==> config.mk <==
export PLATFORM = sky130hd
export DESIGN_NAME = loop_rate_window_meter_core
export DESIGN_NICKNAME = d
export VERILOG_FILES = /design/src/hdl/lrwm_pkg.sv /design/src/hdl/lrwm_divider.sv /design/src/hdl/loop_rate_window_meter_core.sv
export SDC_FILE = /design/constraint.sdc
export NUM_CORES = 2
export LEC_CHECK = 0
export ABC_AREA = 1
export BUFFER_PORTS_ARGS = -buffer_cell sky130_fd_sc_hd__clkbuf_2
export CAP_MARGIN = 30
export CELL_PAD_IN_SITES_DETAIL_PLACEMENT = 1
export CELL_PAD_IN_SITES_GLOBAL_PLACEMENT = 2
export CORE_MARGIN = 4
export CORE_UTILIZATION = 40
export CTS_CLUSTER_SIZE = 20
export DETAILED_ROUTE_END_ITERATION = 6
export PLACE_DENSITY = 0.86
export SETUP_SLACK_MARGIN = 0.05
export SLEW_MARGIN = 20
export SYNTH_ARGS = -nofsm -noshare
export SYNTH_HDL_FRONTEND = slang
export SYNTH_SLANG_ARGS = --single-unit
==> constraint.sdc <==
create_clock -name aclk -period 8.4 [get_ports aclk]
set_input_delay 0.84 -clock aclk [delete_from_list [all_inputs] [get_ports aclk]]
set_output_delay 0.84 -clock aclk [all_outputs]
set_load 0.1 [all_outputs]
==> src/hdl/lrwm_pkg.sv <==
// Shared types and constants for the loop rate window meter.
// Used by lrwm_divider and loop_rate_window_meter_core; no dependencies.
`default_nettype none

package lrwm_pkg;

    // Configuration register indexes
    localparam logic [1:0] CFG_CLOCK_HZ        = 2'd0;
    localparam logic [1:0] CFG_WINDOW_LENGTH   = 2'd1;
    localparam logic [1:0] CFG_CYCLES_PER_US   = 2'd2;

    // Configuration reset values
    localparam logic [29:0] CLOCK_HZ_RESET      = 30'd125000000;
    localparam logic [31:0] WINDOW_LENGTH_RESET = 32'd125000000;
    localparam logic [9:0]  CYCLES_PER_US_RESET = 10'd125;

    // Item kinds
    localparam logic KIND_ITERATION = 1'b0;
    localparam logic KIND_RESTART   = 1'b1;

    // Divider step counts: full 32-bit rate quotient, 16-bit microsecond quotient
    localparam logic [5:0] STEPS_RATE = 6'd32;
    localparam logic [5:0] STEPS_US   = 6'd16;

    typedef enum logic [3:0] {
        ST_IDLE,
        ST_UPDATE,
        ST_CHECK,
        ST_MUL,
        ST_RATE_GO,
        ST_RATE_WAIT,
        ST_MIN_GO,
        ST_MIN_WAIT,
        ST_MAX_GO,
        ST_MAX_WAIT,
        ST_FINISH
    } state_t;

    // Request to the shared divider: (num_hi:num_lo) / den, num_hi < den unless saturating
    typedef struct packed {
        logic        start;
        logic [5:0]  steps;
        logic [31:0] num_hi;
        logic [31:0] num_lo;
        logic [31:0] den;
    } div_req_t;

    typedef struct packed {
        logic        done;
        logic [31:0] quotient;
    } div_rsp_t;

endpackage

`default_nettype wire

==> src/hdl/lrwm_divider.sv <==
// Shared restoring divider, one quotient bit per cycle, saturating to all ones.
// Depends on lrwm_pkg for the request and response structs.
`default_nettype none

module lrwm_divider (
    input  wire logic              aclk,
    input  wire logic              aresetn,
    input  wire lrwm_pkg::div_req_t req,
    output lrwm_pkg::div_rsp_t      rsp
);

    logic [31:0] rem_reg;
    logic [31:0] low_reg;
    logic [31:0] den_reg;
    logic [31:0] quo_reg;
    logic [5:0]  cnt_reg;
    logic        busy_reg;
    logic        done_reg;

    logic [32:0] trial;
    logic [32:0] diff;
    logic        fits;

    assign trial = {rem_reg, low_reg[31]};
    assign diff  = trial - {1'b0, den_reg};
    assign fits  = !diff[32];

    always_ff @(posedge aclk) begin
        if (!aresetn) begin
            busy_reg <= 1'b0;
            done_reg <= 1'b0;
            cnt_reg  <= '0;
        end else begin
            done_reg <= 1'b0;
            if (busy_reg) begin
                rem_reg <= fits ? diff[31:0] : trial[31:0];
                low_reg <= {low_reg[30:0], 1'b0};
                quo_reg <= {quo_reg[30:0], fits};
                cnt_reg <= cnt_reg - 6'd1;
                if (cnt_reg == 6'd1) begin
                    busy_reg <= 1'b0;
                    done_reg <= 1'b1;
                end
            end else if (req.start) begin
                // Upper half at or above the divisor: quotient overflows, saturate
                if (req.num_hi >= req.den) begin
                    quo_reg  <= '1;
                    done_reg <= 1'b1;
                end else begin
                    rem_reg  <= req.num_hi;
                    low_reg  <= req.num_lo;
                    den_reg  <= req.den;
                    quo_reg  <= '0;
                    cnt_reg  <= req.steps;
                    busy_reg <= 1'b1;
                end
            end
        end
    end

    assign rsp.done     = done_reg;
    assign rsp.quotient = quo_reg;

endmodule

`default_nettype wire

==> src/hdl/loop_rate_window_meter_core.sv <==
// Loop rate window meter: counts loop passes per window, reports rate and intervals.
// Depends on lrwm_pkg and lrwm_divider.
//
// Input channel (s_valid/s_ready): s_kind 0 is a loop pass at s_timestamp,
// s_kind 1 restarts the window at s_timestamp and never gives a result.
// Output channel (m_valid/m_ready): one item when a window closes, carrying
// rate in hertz and the shortest and longest pass interval in microseconds.
// Configuration: cfg_wr_en writes cfg_wdata into the register at cfg_index
// (0 clock_hz, 1 window_length_cycles, 2 cycles_per_microsecond); the user must
// write only while idle, as the block itself does not enforce it.
// One item is worked on at a time; s_ready is high only when idle.
// A restart is taken in idle; a pass that closes no window runs update and check.
// A pass that closes a window also runs one 32x30 multiply, then
// the shared bit-serial divider runs 32 steps for the rate and 16 steps for
// each interval conversion.
// The result sits in an output register; a stalled receiver holds the block
// only when a second result is ready before the first one is taken.
// Reset restores the configuration defaults, opens an empty window at time 0
// and drops any pending result.
`default_nettype none

module loop_rate_window_meter_core (
    input  wire logic        aclk,
    input  wire logic        aresetn,

    input  wire logic        s_valid,
    output      logic        s_ready,
    input  wire logic        s_kind,
    input  wire logic [31:0] s_timestamp,

    output      logic        m_valid,
    input  wire logic        m_ready,
    output      logic [31:0] m_rate_hz,
    output      logic [15:0] m_min_interval_us,
    output      logic [15:0] m_max_interval_us,

    input  wire logic        cfg_wr_en,
    input  wire logic [1:0]  cfg_index,
    input  wire logic [31:0] cfg_wdata
);

    lrwm_pkg::state_t state_reg, state_next;

    logic [29:0] clock_hz_reg;
    logic [31:0] window_length_reg;
    logic [9:0]  cycles_per_us_reg;

    logic [31:0] window_start_reg;
    logic [31:0] previous_time_reg;
    logic [31:0] pass_count_reg;
    logic [31:0] shortest_reg;
    logic [31:0] longest_reg;
    logic        seen_reg;

    logic [31:0] now_reg;
    logic [31:0] span_reg;
    logic [61:0] product_reg;
    logic [31:0] rate_q_reg;
    logic [15:0] min_q_reg;
    logic [15:0] max_q_reg;

    logic        m_valid_reg;
    logic [31:0] m_rate_reg;
    logic [15:0] m_min_reg;
    logic [15:0] m_max_reg;

    logic        in_fire;
    logic        slot_free;
    logic [31:0] elapsed;

    lrwm_pkg::div_req_t div_req;
    lrwm_pkg::div_rsp_t div_rsp;

    assign in_fire   = s_valid && s_ready;
    assign slot_free = !m_valid_reg || m_ready;
    assign elapsed   = now_reg - previous_time_reg;

    lrwm_divider u_divider (
        .aclk    (aclk),
        .aresetn (aresetn),
        .req     (div_req),
        .rsp     (div_rsp)
    );

    // Sequencer
    always_ff @(posedge aclk) begin
        if (!aresetn) begin
            state_reg <= lrwm_pkg::ST_IDLE;
        end else begin
            state_reg <= state_next;
        end
    end

    always_comb begin
        state_next     = state_reg;
        s_ready        = 1'b0;
        div_req.start  = 1'b0;
        div_req.steps  = lrwm_pkg::STEPS_US;
        div_req.num_hi = {16'd0, longest_reg[31:16]};
        div_req.num_lo = {longest_reg[15:0], 16'd0};
        div_req.den    = {22'd0, cycles_per_us_reg};
        case (state_reg)
            lrwm_pkg::ST_IDLE: begin
                s_ready = 1'b1;
                if (in_fire && s_kind == lrwm_pkg::KIND_ITERATION) begin
                    state_next = lrwm_pkg::ST_UPDATE;
                end
            end
            lrwm_pkg::ST_UPDATE: begin
                state_next = lrwm_pkg::ST_CHECK;
            end
            lrwm_pkg::ST_CHECK: begin
                state_next = (span_reg < window_length_reg) ? lrwm_pkg::ST_IDLE
                                                            : lrwm_pkg::ST_MUL;
            end
            lrwm_pkg::ST_MUL: begin
                state_next = lrwm_pkg::ST_RATE_GO;
            end
            lrwm_pkg::ST_RATE_GO: begin
                div_req.start  = 1'b1;
                div_req.steps  = lrwm_pkg::STEPS_RATE;
                div_req.num_hi = {2'd0, product_reg[61:32]};
                div_req.num_lo = product_reg[31:0];
                div_req.den    = span_reg;
                state_next     = lrwm_pkg::ST_RATE_WAIT;
            end
            lrwm_pkg::ST_RATE_WAIT: begin
                if (div_rsp.done) begin
                    state_next = lrwm_pkg::ST_MIN_GO;
                end
            end
            lrwm_pkg::ST_MIN_GO: begin
                div_req.start  = 1'b1;
                div_req.num_hi = {16'd0, shortest_reg[31:16]};
                div_req.num_lo = {shortest_reg[15:0], 16'd0};
                state_next     = lrwm_pkg::ST_MIN_WAIT;
            end
            lrwm_pkg::ST_MIN_WAIT: begin
                if (div_rsp.done) begin
                    state_next = lrwm_pkg::ST_MAX_GO;
                end
            end
            lrwm_pkg::ST_MAX_GO: begin
                div_req.start = 1'b1;
                state_next    = lrwm_pkg::ST_MAX_WAIT;
            end
            lrwm_pkg::ST_MAX_WAIT: begin
                if (div_rsp.done) begin
                    state_next = lrwm_pkg::ST_FINISH;
                end
            end
            lrwm_pkg::ST_FINISH: begin
                if (slot_free) begin
                    state_next = lrwm_pkg::ST_IDLE;
                end
            end
            default: begin
                state_next = lrwm_pkg::ST_IDLE;
            end
        endcase
    end

    // Configuration registers
    always_ff @(posedge aclk) begin
        if (!aresetn) begin
            clock_hz_reg      <= lrwm_pkg::CLOCK_HZ_RESET;
            window_length_reg <= lrwm_pkg::WINDOW_LENGTH_RESET;
            cycles_per_us_reg <= lrwm_pkg::CYCLES_PER_US_RESET;
        end else if (cfg_wr_en) begin
            case (cfg_index)
                lrwm_pkg::CFG_CLOCK_HZ:      clock_hz_reg      <= cfg_wdata[29:0];
                lrwm_pkg::CFG_WINDOW_LENGTH: window_length_reg <= cfg_wdata;
                lrwm_pkg::CFG_CYCLES_PER_US: cycles_per_us_reg <= cfg_wdata[9:0];
                default: ;
            endcase
        end
    end

    // Window state
    always_ff @(posedge aclk) begin
        if (!aresetn) begin
            window_start_reg  <= '0;
            previous_time_reg <= '0;
            pass_count_reg    <= '0;
            shortest_reg      <= '1;
            longest_reg       <= '0;
            seen_reg          <= 1'b0;
        end else begin
            case (state_reg)
                lrwm_pkg::ST_IDLE: begin
                    if (in_fire && s_kind == lrwm_pkg::KIND_RESTART) begin
                        window_start_reg  <= s_timestamp;
                        previous_time_reg <= s_timestamp;
                        pass_count_reg    <= '0;
                        shortest_reg      <= '1;
                        longest_reg       <= '0;
                        seen_reg          <= 1'b0;
                    end
                end
                lrwm_pkg::ST_UPDATE: begin
                    previous_time_reg <= now_reg;
                    // First pass of a window (or after count wrap) records no interval
                    if (pass_count_reg != 32'd0) begin
                        if (elapsed < shortest_reg) begin
                            shortest_reg <= elapsed;
                        end
                        if (elapsed > longest_reg) begin
                            longest_reg <= elapsed;
                        end
                        seen_reg <= 1'b1;
                    end
                    pass_count_reg <= pass_count_reg + 32'd1;
                end
                lrwm_pkg::ST_FINISH: begin
                    if (slot_free) begin
                        window_start_reg  <= now_reg;
                        previous_time_reg <= now_reg;
                        pass_count_reg    <= '0;
                        shortest_reg      <= '1;
                        longest_reg       <= '0;
                        seen_reg          <= 1'b0;
                    end
                end
                default: ;
            endcase
        end
    end

    // Datapath holding registers
    always_ff @(posedge aclk) begin
        if (in_fire) begin
            now_reg <= s_timestamp;
        end
        if (state_reg == lrwm_pkg::ST_UPDATE) begin
            span_reg <= now_reg - window_start_reg;
        end
        if (state_reg == lrwm_pkg::ST_MUL) begin
            product_reg <= {30'd0, pass_count_reg} * {32'd0, clock_hz_reg};
        end
        if (div_rsp.done) begin
            case (state_reg)
                lrwm_pkg::ST_RATE_WAIT: rate_q_reg <= div_rsp.quotient;
                lrwm_pkg::ST_MIN_WAIT:  min_q_reg  <= seen_reg ? div_rsp.quotient[15:0]
                                                               : 16'd0;
                lrwm_pkg::ST_MAX_WAIT:  max_q_reg  <= div_rsp.quotient[15:0];
                default: ;
            endcase
        end
    end

    // Output register
    always_ff @(posedge aclk) begin
        if (!aresetn) begin
            m_valid_reg <= 1'b0;
        end else if (state_reg == lrwm_pkg::ST_FINISH && slot_free) begin
            m_valid_reg <= 1'b1;
        end else if (m_ready) begin
            m_valid_reg <= 1'b0;
        end
    end

    always_ff @(posedge aclk) begin
        if (state_reg == lrwm_pkg::ST_FINISH && slot_free) begin
            m_rate_reg <= rate_q_reg;
            m_min_reg  <= min_q_reg;
            m_max_reg  <= max_q_reg;
        end
    end

    assign m_valid           = m_valid_reg;
    assign m_rate_hz         = m_rate_reg;
    assign m_min_interval_us = m_min_reg;
    assign m_max_interval_us = m_max_reg;

    // Divider results arrive only while the sequencer waits for them
    a_done_in_wait: assert property (@(posedge aclk) disable iff (!aresetn)
        div_rsp.done |-> (state_reg == lrwm_pkg::ST_RATE_WAIT ||
                          state_reg == lrwm_pkg::ST_MIN_WAIT ||
                          state_reg == lrwm_pkg::ST_MAX_WAIT))
        else $error("divider done outside a wait state");

    // A window with no recorded interval reports a zero minimum
    a_min_zero: assert property (@(posedge aclk) disable iff (!aresetn)
        (state_reg == lrwm_pkg::ST_FINISH && slot_free && !seen_reg)
            |=> (m_valid && m_min_interval_us == 16'd0))
        else $error("minimum interval not zero for window without intervals");

    // A restart empties the window
    a_restart_clears: assert property (@(posedge aclk) disable iff (!aresetn)
        (in_fire && s_kind == lrwm_pkg::KIND_RESTART)
            |=> (pass_count_reg == 32'd0 && !seen_reg && state_reg == lrwm_pkg::ST_IDLE))
        else $error("restart did not open an empty window");

endmodule

`default_nettype wire

After elaboration in Yosys (flattened, before gate mapping)

Index checks and enable logic that the tools add are counted.

$add $sub $neg: 5
Multipliers: 1
Div/mod/pow operators: 0
Magnitude comparators: 4
Equal/unequal tests: 23
Shift-type cells: 0
Multiplexer cells: 54
Bitwise logic cells: 3
Reductions and logical operators: 31

Operator list:

| cell                    | count |
|---|---|
| $mux W32                | 21 |
| $pmux W32 S3            | 4 |
| $pmux W62 S2            | 1 |
| $lt A32 B32 Y1          | 2 |
| $pmux W32 S2            | 1 |
| $sub A32 B32 Y32        | 2 |
| $mul A32 B30 Y62        | 1 |
| $pmux W4 S11            | 1 |
| $sub A33 B32 Y33        | 1 |
| $add A32 B1 Y32 const B | 1 |
| $ge A30 B32 Y1          | 1 |
| $gt A32 B32 Y1          | 1 |
| $reduce_bool A32 Y1     | 1 |
| $mux W6                 | 4 |
| $mux W4                 | 5 |
| $eq A4 B3 Y1 const B    | 4 |
| $reduce_and A2 Y1       | 8 |
| $mux W1                 | 15 |
| $reduce_and A5 Y1       | 3 |
| $eq A4 B4 Y1 const B    | 3 |
| $ne A2 B2 Y1 const B    | 6 |
| $reduce_and A3 Y1       | 3 |
| $eq A4 B2 Y1 const B    | 2 |
| $ne A2 B1 Y1 const B    | 4 |
| other kinds (17)        | 26 |

Register bits after elaboration: 628
Bits in latches: 0
RAM bits: 0
Bits in read-only memories: 0
Output and inout bits: 66
Memories kept: 0

Logic depth before layout (Yosys ltp)

Word-level depth: 6
Mapped depth: 33
Mapped depth without buffers: 31

Hierarchy

From an unflattened synthesis, not the netlist that was laid out.

Cell total of the unflattened synthesis: 8803
Area, all modules: 68286.7 um^2

Modules (own cells, without submodules):

| module                      | instances | cells each | area each (um^2) | sequential area each (um^2) |
|---|---|---|---|---|
| loop_rate_window_meter_core | 1         | 7515       | 58534.9          | 12391.9 |
| lrwm_divider                | 1         | 1288       | 9751.9           | 4003.8 |

Least setup slack after synthesis

No wires, ideal clock.

Path type: flip-flop to flip-flop
Start: register pass_count_reg[19]
End: register product_reg[61], data pin
Setup time: 0.252 ns
Arrival: 6.364 ns
Required time: 8.148 ns
Setup slack: 1.784 ns
Stages on the path, launching flop included: 29
Period minus slack after synthesis: 6.616 ns
Path through: dfxtp_1 > clkbuf_1 > buf_1 > nand2_1 > inv_1 > fa_1 > fa_1 > inv_1 > fa_1 > fa_1 > inv_1 > fa_1 > fa_1 > fa_1 > inv_1 > fa_1 > inv_1 > ha_1 > nand2_1 > nor2_1 > inv_1 > nor2_1 > inv_1 > o21ai_0 > inv_1 > nand2_1 > nand3_1 > nand3_1 > nand2_1

Longest elaborated chain between the ends: 1

Ends and longest elaborated chain:

| what                   | RTL line                           | RTL |
|---|---|---|
| start, declared        | loop_rate_window_meter_core.sv:50  | `logic [31:0] pass_count_reg;` |
| start signal, assigned | loop_rate_window_meter_core.sv:212 | `pass_count_reg <= pass_count_reg + 32'd1;` |
| $mul A32 B30 Y62       | loop_rate_window_meter_core.sv:238 | `product_reg <= {30'd0, pass_count_reg} * {32'd0, clock_hz_reg};` |
| end signal, assigned   | loop_rate_window_meter_core.sv:238 |  |
| end, declared          | loop_rate_window_meter_core.sv:57  | `logic [61:0] product_reg;` |

No other way between the ends.
A chain may end at the register's enable or synchronous reset.

Final worst setup path

Start: register pass_count_reg[11]
End: register product_reg[32], data pin

Same word-level chain as after synthesis.

==> impl_table.tex <==
\begin{tabular}{lr}
\hline
Metric & Value \\
\hline
\multicolumn{2}{l}{\textbf{Finish}} \\
\quad Cell area after layout & 72900 um2 \\
\quad Final Net Count & 9914 \\
\quad Fin cells & 10786 \\
\quad Layout cells sized above 1 & 5.92\% \\
\quad Max FFs per register & 62 \\
\quad Layout-stage area growth over the synthesis result & 9.37\% \\
\quad Number of inserted filler cells in the final layout & 20133 \\
\multicolumn{2}{l}{\textbf{CTS}} \\
\quad Root cell of the clock tree & clkbuf\_16 \\
\quad Number of hold buffers added after cts & 0 \\
\quad Maximum level of the CTS H-tree & 3 \\
\quad Clk Latency, worst-skew pair & 730 ps \\
\quad Clock slew at the register clock pins of the worst setup and hold paths & 60 ps \\
\quad Clock tree from TritonCTS & yes \\
\quad TritonCTS sink count & 628 \\
\quad Number of buffers created by CTS & 76 \\
\quad CTS-repair resized insts & 0 \\
\quad Buffer depth of the longest clock path & 3 \\
\quad Post CTS Setup Buffer Count & 0 \\
\multicolumn{2}{l}{\textbf{Power and ir drop}} \\
\quad Cell Pwr Density & 221 nW/um2 \\
\quad Peak supply drop & 194 uV \\
\quad Cell leakage power & 0.0393 uW \\
\multicolumn{2}{l}{\textbf{Global routing}} \\
\quad Vias in the first global route & 60721 \\
\quad Gr usage total & 29.3\% \\
\quad Maximum number of pins on one net before global-route repair & 71 \\
\quad Overflow left after global routing & 0 \\
\quad Antenna violations before repair & 10 \\
\quad First-pass GRT wire length & 384000 um \\
\multicolumn{2}{l}{\textbf{Logic synthesis}} \\
\quad Most used standard cell by instance count after synthesis & nand2\_1 \\
\quad Mapped cell area & 66700 um2 \\
\quad Synth Register Bits & 628 \\
\quad Synthesized area divided by synthesized cell count & 7.84 um2 \\
\quad Post-synthesis cell count & 8510 \\
\quad Share of async-settable or async-resettable flops after synthesis & 0\% \\
\quad Part of the Yosys area used for sequential elements & 24.6\% \\
\quad Synthesis warning total & 0 \\
\quad Top post-synthesis cells by count & nand2\_1 (2245), inv\_1 (2062), fa\_1 (839) \\
\quad Largest area contributor in the synthesized netlist & fa\_1 \\
\quad Cell types with the largest area share after synthesis & fa\_1 (25\%), edfxtp\_1 (17\%), nand2\_1 (13\%) \\
\quad Area share of the largest cell type after synthesis & 25.2\% \\
\quad Synth Flop Type & edfxtp\_1 \\
\quad Library cells used by synthesis & 45 \\
\quad EDFF count, synth & 382 \\
\quad Syn nets & 9893 \\
\multicolumn{2}{l}{\textbf{Placement}} \\
\quad Detailed placement HPWL & 209000 um \\
\quad Final weighted congestion of routability-driven global placement & 0.960 \\
\quad Placed cell areas & 70300 um2 \\
\quad Number of placed cells counting well taps & 10639 \\
\quad Count of port buffers added during placement & 137 \\
\multicolumn{2}{l}{\textbf{Drt}} \\
\quad 1st-pass router iterations & 5 \\
\quad Starting DRC count in detailed routing & 4134 \\
\quad Total via count after detailed routing & 56369 \\
\quad Number of routed nets with antenna violations & 0 \\
\quad Residual DRC count & 0 \\
\quad Total wirelength of the detailed-routed design & 254000 um \\
\quad Avg Vias per Cell & 5.23 \\
\quad Avg WL per Cell & 23.6 um \\
\multicolumn{2}{l}{\textbf{Run}} \\
\quad Max-cap viol count & 0 \\
\multicolumn{2}{l}{\textbf{Critical path}} \\
\quad Critical Path RT & 8840 ps \\
\quad Cell repeated most along the worst path & fa\_1 \\
\quad Nature of the critical path endpoint & flop \\
\quad Type of origin of the critical path & flop \\
\quad Cell with the largest stage delay on the worst path & dfxtp\_1 \\
\quad Peak fanout along the critical path & 13 \\
\quad Buffers and inverters on the worst path & 7 \\
\quad Startpoint-to-endpoint class of the critical path & reg2reg \\
\quad Critical Path Max Stage Delay & 780 ps \\
\quad Kind of cell adding the most delay to the critical path & adder cells \\
\quad Signal arrival time at the worst endpoint & 8580 ps \\
\multicolumn{2}{l}{\textbf{Die}} \\
\quad Row count & 149 \\
\quad Width of the chip & 416 um \\
\quad Effective utilization at floorplan & 40.3\% \\
\quad Vert. Die Dim & 416 um \\
\quad Io pins & 138 \\
\quad Die outline area & 173000 um2 \\
\quad Core outline area & 165000 um2 \\
\multicolumn{2}{l}{\textbf{STA}} \\
\quad Max transition margin & 35.0\% \\
\quad Upper clock frequency limit & 123 MHz \\
\quad Final critical delay including setup and external delays & 8140 ps \\
\quad Final setup viols & 0 \\
\quad Tcrit/Tclk final & 96.9\% \\
\quad Sum Neg Setup Slack & 0 ps \\
\quad Number of endpoints with negative hold slack in the final report & 0 \\
\quad Unrepaired setup endpoints after global routing & false \\
\quad Slew @ Worst Pin & 974 ps \\
\quad Final number of max-transition violations & 0 \\
\quad Final worst clock skew & 47.5 ps \\
\multicolumn{2}{l}{\textbf{Outcome}} \\
\quad Outcome & finished, final reports clean \\
\multicolumn{2}{l}{\textbf{Worst hold path}} \\
\quad Hold/Removal Path Class & in2reg \\
\hline
\end{tabular}
## area by class of cell
type / instances / area [um2] / area share, %
flip-flops and latches: 628 / 16400 / 22.5
clock inverters: 55 / 671 / 0.919
well taps: 2189 / 2740 / 3.75
diodes: 2 / 5.00 / 0.00686
multi-input cells: 5433 / 41100 / 56.4
repair buffers: 322 / 2260 / 3.10
inverters: 2070 / 7770 / 10.7
clock buffers: 87 / 1970 / 2.70
## layer usage
metal / routed length [um] / share of wire, % / track usage (%)
met5: 126 / 0.050 / 0.389
met4: 6690 / 2.6 / 7.18
met3: 14400 / 5.7 / 3.43
met2: 118000 / 47 / 48.6
met1: 115000 / 45 / 41.1
## path summary, 6_finish.rpt
| kind | startpoint | cells after the start | end | slack (ps) |
|---|---|---|---|---|
| worst min register to register | rate_q_reg[9] | 0 | m_rate_hz[9] | 420 |
| worst min-delay path | s_timestamp[10] | 1 | now_reg[10] | 350 |
| worst max register to register | pass_count_reg[11] | 26 | product_reg[32] | 260 |
| worst max-delay path | pass_count_reg[11] | 26 | product_reg[32] | 260 |
## per-stage QoR
step	power, uW	utilization (%)	setup WS (ps)	hold slack, ps
2_1_floorplan	9540	-	1780	400
3_3_place_gp	12200	42.4	273	401
3_5_place_dp	12500	42.5	346	406
4_1_cts	16100	44.1	328	287
5_1_grt	17200	44.1	78.1	301
6_report	16200	44.1	262	345
## power breakdown
group / internal [uW] / leakage [uW] / switching [uW] / total [uW]
Sequential: 4140 / 0.00553 / 509 / 4650
Combinational: 2340 / 0.0324 / 5630 / 7980
Clock: 1990 / 0.00128 / 1550 / 3530
Total: 8460 / 0.0393 / 7690 / 16200
## cells by family after synthesis
group,count (synthesis),share of synthesized area (%)
buffers and inverters,2449,13.9
adder cells (fa/ha/maj),1311,34.0
AO/OA/AOI/OAI,846,7.03
flip-flops,628,24.6
AND/OR/NAND/NOR,3171,19.1
XOR/XNOR,105,1.38
## placed cells by master (no fill, tap or decap), drive strengths merged, types with 16 or more instances in the layout
| master | n |
|---|---|
| o211ai | 17 |
| a21oi | 364 |
| nor3 | 52 |
| nand3 | 324 |
| or2 | 29 |
| o21ai | 273 |
| buf | 186 |
| a221oi | 16 |
| dfxtp | 246 |
| nand3b | 18 |
| ha | 472 |
| clkbuf | 223 |
| nor2 | 436 |
| inv | 2074 |
| nand2 | 2246 |
| fa | 839 |
| a31oi | 80 |
| xor2 | 70 |
| xnor2 | 35 |
| o21bai | 31 |
| nand4 | 48 |
| clkinv | 36 |
| edfxtp | 382 |
| a21o | 16 |
No activity file was read; power rests on OpenSTA's default activity.
